`config.mk`:
```
export PLATFORM = sky130hd
export DESIGN_NAME = msdf_ctrl
export DESIGN_NICKNAME = d
export VERILOG_FILES = /design/src/design/msdf_pkg.sv /design/src/design/msdf_ctrl.sv
export SDC_FILE = /design/constraint.sdc
export NUM_CORES = 1
export LEC_CHECK = 0
export BUFFER_PORTS_ARGS = -buffer_cell sky130_fd_sc_hd__buf_2
export CAP_MARGIN = 20
export CORE_ASPECT_RATIO = 1.1
export CORE_UTILIZATION = 35
export CTS_CLUSTER_SIZE = 24
export DETAILED_ROUTE_END_ITERATION = 16
export SLEW_MARGIN = 10
export SYNTH_ARGS = -nofsm -noshare
export SYNTH_HDL_FRONTEND = slang
export SYNTH_SLANG_ARGS = --single-unit
```
`constraint.sdc`:
```
create_clock -name clk_i -period 3 [get_ports clk_i]
set_input_delay 0.15 -clock clk_i [delete_from_list [all_inputs] [get_ports clk_i]]
set_output_delay 0.15 -clock clk_i [all_outputs]
set_load 0.05 [all_outputs]
```
`src/design/msdf_pkg.sv`:
```
`default_nettype none

package msdf_pkg;

  // Image limits and derived widths.
  localparam int MAX_WIDTH  = 1024;
  localparam int MAX_HEIGHT = 1024;
  localparam int ADDR_W     = 20;
  localparam int DIST_W     = 12;
  localparam int CFG_IDX_W  = 3;
  localparam int CFG_DATA_W = 16;

  localparam logic [DIST_W-1:0] DIST_INF = '1;
  localparam logic [30:0] Q_ONE   = 31'd65536;
  localparam logic [30:0] SAT_MAG = 31'h7FFF_FFFF;

  // Operation codes of an input beat.
  localparam logic OP_LOAD = 1'b0;
  localparam logic OP_READ = 1'b1;

  // Configuration register indexes.
  localparam logic [CFG_IDX_W-1:0] REG_WIDTH  = 3'd0;
  localparam logic [CFG_IDX_W-1:0] REG_HEIGHT = 3'd1;
  localparam logic [CFG_IDX_W-1:0] REG_XF     = 3'd2;
  localparam logic [CFG_IDX_W-1:0] REG_YF     = 3'd3;
  localparam logic [CFG_IDX_W-1:0] REG_XL     = 3'd4;
  localparam logic [CFG_IDX_W-1:0] REG_YL     = 3'd5;
  localparam logic [CFG_IDX_W-1:0] REG_MODE   = 3'd6;
  localparam logic [CFG_IDX_W-1:0] REG_BAND   = 3'd7;

  // Memory read address selection.
  localparam logic [1:0] RS_OWN = 2'd0;
  localparam logic [1:0] RS_NB  = 2'd1;
  localparam logic [1:0] RS_PX  = 2'd2;

  // Commands from the controller to the datapath.
  typedef struct packed {
    logic       load;
    logic       init;
    logic [1:0] rsel;
    logic       cap_own;
    logic       calc;
    logic       pos;
    logic       eval;
    logic       trunc;
    logic       emit;
  } msdf_cmd_t;

  // Status from the datapath to the controller.
  typedef struct packed {
    logic computed;
    logic empty_roi;
    logic pass_end;
    logic pos_wrap;
    logic xy_stale;
    logic div_done;
    logic need_norm;
    logic need_tdiv;
    logic out_free;
  } msdf_stat_t;

endpackage

`default_nettype wire

```
`src/design/msdf_ctrl.sv`:
```
`default_nettype none

// Sequencer: loads, the two distance passes, and the read evaluation.
module msdf_ctrl
  import msdf_pkg::*;
(
  input  wire logic       clk_i,
  input  wire logic       rst_ni,
  input  wire logic       in_valid_i,
  input  wire logic       in_opcode_i,
  output logic            in_ready_o,
  input  wire msdf_stat_t stat_i,
  output msdf_cmd_t       cmd_o
);

  localparam logic [3:0] S_IDLE   = 4'd0;
  localparam logic [3:0] S_INIT   = 4'd1;
  localparam logic [3:0] S_RD_OWN = 4'd2;
  localparam logic [3:0] S_RD_NB  = 4'd3;
  localparam logic [3:0] S_CALC   = 4'd4;
  localparam logic [3:0] S_POS    = 4'd5;
  localparam logic [3:0] S_XYDIV  = 4'd6;
  localparam logic [3:0] S_RD_PX  = 4'd7;
  localparam logic [3:0] S_EVAL   = 4'd8;
  localparam logic [3:0] S_NDIV   = 4'd9;
  localparam logic [3:0] S_TRUNC  = 4'd10;
  localparam logic [3:0] S_TDIV   = 4'd11;
  localparam logic [3:0] S_EMIT   = 4'd12;

  logic [3:0] state_q, state_d;

  assign in_ready_o = (state_q == S_IDLE);

  // Next state and commands.
  always_comb begin
    state_d = state_q;
    cmd_o   = '0;
    cmd_o.rsel = RS_PX;
    unique case (state_q)
      S_IDLE: begin
        if (in_valid_i) begin
          if (in_opcode_i == OP_LOAD) begin
            cmd_o.load = 1'b1;
          end else begin
            state_d = stat_i.computed ? S_POS : S_INIT;
          end
        end
      end
      S_INIT: begin
        cmd_o.init = 1'b1;
        state_d = stat_i.empty_roi ? S_POS : S_RD_OWN;
      end
      S_RD_OWN: begin
        cmd_o.rsel = RS_OWN;
        state_d = S_RD_NB;
      end
      S_RD_NB: begin
        cmd_o.rsel    = RS_NB;
        cmd_o.cap_own = 1'b1;
        state_d = S_CALC;
      end
      S_CALC: begin
        cmd_o.calc = 1'b1;
        state_d = stat_i.pass_end ? S_POS : S_RD_OWN;
      end
      S_POS: begin
        cmd_o.pos = 1'b1;
        state_d = (!stat_i.pos_wrap && stat_i.xy_stale) ? S_XYDIV : S_RD_PX;
      end
      S_XYDIV: begin
        if (stat_i.div_done) begin
          state_d = S_RD_PX;
        end
      end
      S_RD_PX: begin
        state_d = S_EVAL;
      end
      S_EVAL: begin
        cmd_o.eval = 1'b1;
        state_d = stat_i.need_norm ? S_NDIV : S_TRUNC;
      end
      S_NDIV: begin
        if (stat_i.div_done) begin
          state_d = S_TRUNC;
        end
      end
      S_TRUNC: begin
        cmd_o.trunc = 1'b1;
        state_d = stat_i.need_tdiv ? S_TDIV : S_EMIT;
      end
      S_TDIV: begin
        if (stat_i.div_done) begin
          state_d = S_EMIT;
        end
      end
      S_EMIT: begin
        if (stat_i.out_free) begin
          cmd_o.emit = 1'b1;
          state_d = S_IDLE;
        end
      end
      default: begin
        state_d = S_IDLE;
      end
    endcase
  end

  always_ff @(posedge clk_i or negedge rst_ni) begin
    if (!rst_ni) begin
      state_q <= S_IDLE;
    end else begin
      state_q <= state_d;
    end
  end

endmodule

`default_nettype wire

```
==> flow_summary.yaml <==
floorplan:
  initial_core_util_pct: 38.1
  coreArea_um2: 1380
  die_area_um2: 1660
  die_x_um: 39.0
  die-height_um: 42.7
  ioPinCount: 24
  std_cell_rows: 14
final_layout:
  top_regs: "state_q (4)"
  fin_area_um2: 648
  n_antenna_cell: 0
  drive_above_1_share_pct: 33.7
  largest_register_ffs: 4
  nFillCells: 151
  regMostFlops: "state_q"
  area_delta_synth_final_pct: 23.0
  nets: 101
sta:
  worst_slew_pin_slew_ps: 648
  worst_slack_ps: 1140
  finalCriticalPeriod_ps: 1860
  drv_slew: 0
  rsz0062_at_grt: "false"
  maxSlewHeadroom_pct: 56.8
  clock.fmax_mhz: 537
  setup_viol: 0
  finalClockSkew_ps: 2.09
  hold_viol_final: 0
  final.setup.tns_ps: 0
  post-route-period-util_pct: 62.1
synth:
  ys_ff_latch: 4
  synth_top_area_share_pct: 19.0
  synthArstFlopShare_pct: 100
  synth_compound_area_share_pct: 30.9
  syn_area_per_cell_um2: 7.86
  synthAdderAreaFrac_pct: 0
  synth_area_um2: 527
  yosys.area.top_type: "dfrtp_1"
  synth_cell_types: 34
  synth_xor_area_share_pct: 0
  synth_nets: 80
  synthFlopType: "dfrtp_1"
  netlist_top_cells_count: "6 x nand2b_1, 6 x nor2b_1, 4 x buf_2, 4 x dfrtp_1"
  seq_area_frac_synth_pct: 19.0
  ys_warn_count: 0
  synth_top_family_by_area: "simple AND/OR/NAND/NOR gates"
  synth_cells: 67
  muxShareOfSynthArea_pct: 1.90
  synth_area_leaders: "dfrtp_1 19%, nand2b_1 7.1%, nor2b_1 7.1%"
  synth_edf_count: 0
  synthSimpleGateAreaFrac_pct: 38.0
pwr:
  leakage_nw: 0.297
  p_clk_share_pct: 8.5
  power.internal_w: 0.000321
  p_sw_w: 0.000437
  swShare_pct: 57.7
  pwr-share-seq_pct: 27.1
  ir_drop_mv: 0.609
  power_density_nw_per_um2: 1170
  power_frac_comb_pct: 64.4
clock_tree:
  cts.path.max_buffers: 2
  cts_resized: 0
  clk_root_buffer_cell: "clkbuf_4"
  cts_max_level: 1
  clock-sinks: 4
  path_clk_slew_ps: 40
  cts_tree: "yes"
  numCtsBuffers: 3
  clk_latency_ps: 230
grt:
  grt_use_total_pct: 17.0
  antenna_found_initial: 0
  overflow: 0
  grt_pass1_wl_um: 2030
  grt_start_max_net_pins: 23
  grt_pass1_vias: 465
drt:
  drt_iter0_markers: 11
  drc_errors: 0
  drt_wl_total_um: 1240
  num_vias: 554
  firstDrtPassIters: 4
  wl_per_cell_um: 12.2
  final_antenna_net_count: 0
  drt-vias-per-instance: 5.43
worst_setup_path:
  crit_path_start_kind: "register"
  r2r_start: "state_q[1]$_DFFE_PN0P_"
  critPathTopFamily: "simple AND/OR/NAND/NOR gates"
  critPathBufInv: 1
  crit_path_max_incr_delay_ps: 610
  r2r_end: "state_q[0]$_DFFE_PN0P_"
  end_kind: "primary output"
  slowest_stage: "dfrtp_1"
  rrSetupSlack_ps: 1270
  crit_end: "cmd_o[9]"
  startpoint: "state_q[0]$_DFFE_PN0P_"
  cp_num_cells: 3
  critPathKind: "reg2out"
  critPathRequiredTime_ps: 2850
  arrival_ps: 1710
  reg2regPathDepth: 4
  crit_fanout: 22
  cp_cell_sequence: "nor4_2 -> and3b_1 -> buf_2"
place:
  io_buffers: 23
  placed_area_um2: 616
  routabilityCongestion: 0.755
  hpwl_um: 869
  place_ws_ps: 1260
status:
  outcome: "completed"
worst_hold_path:
  holdCritPathClass: "in2async"
job:
  drv_cap: 0
## layout by cell type, fill, tap and decap left out, drive strengths merged, types with 2 or more instances in the layout
cell type,n
nand3b,3
nand2b,6
o22ai,2
a31oi,2
buf,23
nor3,3
o31ai,2
dfrtp,4
or3b,2
inv,2
nand3,2
nor2b,6
a31o,2
nor2,3
a211o,2
o211ai,2
clkbuf,3
nand2,2
## cells by family (layout without fill, tap and decap cells)
logic type	count (synthesis)	after routing
compound gates	20	20
buf+inv	10	29
simple gates	32	32
flops	4	4
mux	1	1
## power by group through the flow
stage | sequential [W] | clock [W] | combinational, W
after floorplan | 0.0000982 | 0 | 0.000523
after global placement | 0.000203 | 0 | 0.000488
after detailed placement | 0.000206 | 0 | 0.000489
after CTS | 0.000205 | 0.0000674 | 0.000492
after global routing | 0.000219 | 0.0000713 | 0.000533
final | 0.000205 | 0.0000643 | 0.000489
## metrics by stage
step	hold WS [ps]	utilization [%]	total power (W)	instances
3_5_place_dp	-43.7	44.5	0.000695	98
6_report	271	46.8	0.000758	102
2_1_floorplan	-146	-	0.000621	67
5_1_grt	277	46.8	0.000823	102
3_3_place_gp	-42.0	44.5	0.000691	98
4_1_cts	249	46.8	0.000764	102
## layer usage
metal,up-vias,global-route usage [%],wire length (um)
li1,289,-,-
met3,0,4.71,74
met4,0,6.21,0
met2,19,25.0,572
met1,246,23.3,595
met5,-,0,0
## area by class of cell
class / instances / area [um^2] / share of cell area (%)
Timing Repair Buffer: 24 / 125 / 19.3
Tap cell: 16 / 20.0 / 3.09
Sequential cell: 4 / 100 / 15.4
Multi-Input combinational cell: 53 / 373 / 57.5
Inverter: 2 / 7.51 / 1.16
Clock buffer: 3 / 22.5 / 3.47
## what timing repair did
action,4_1_cts,5_1_grt
hold buffers,1,0
setup buffers,0,0
hold endpoints to repair,4,0
## worst register-to-register path, stage by stage (launching register included)
cell      delay [ps]
dfrtp_1          700
or3b_1           420
a21oi_2          180
a211oi_2          80
a31o_1           230
## how the worst min path moves through the flow
stage                                  end  slack [ps]   start  depth (start not counted)
detailed placement  state_q[0]$_DFFE_PN0P_         -40  rst_ni                          1
floorplan           state_q[0]$_DFFE_PN0P_        -150  rst_ni                          0
finish              state_q[3]$_DFFE_PN0P_         270  rst_ni                          2
global route        state_q[3]$_DFFE_PN0P_         280  rst_ni                          2
CTS                 state_q[3]$_DFFE_PN0P_         250  rst_ni                          2
global placement    state_q[0]$_DFFE_PN0P_         -40  rst_ni                          1
Note: power is estimated with default switching activity, not from simulation.
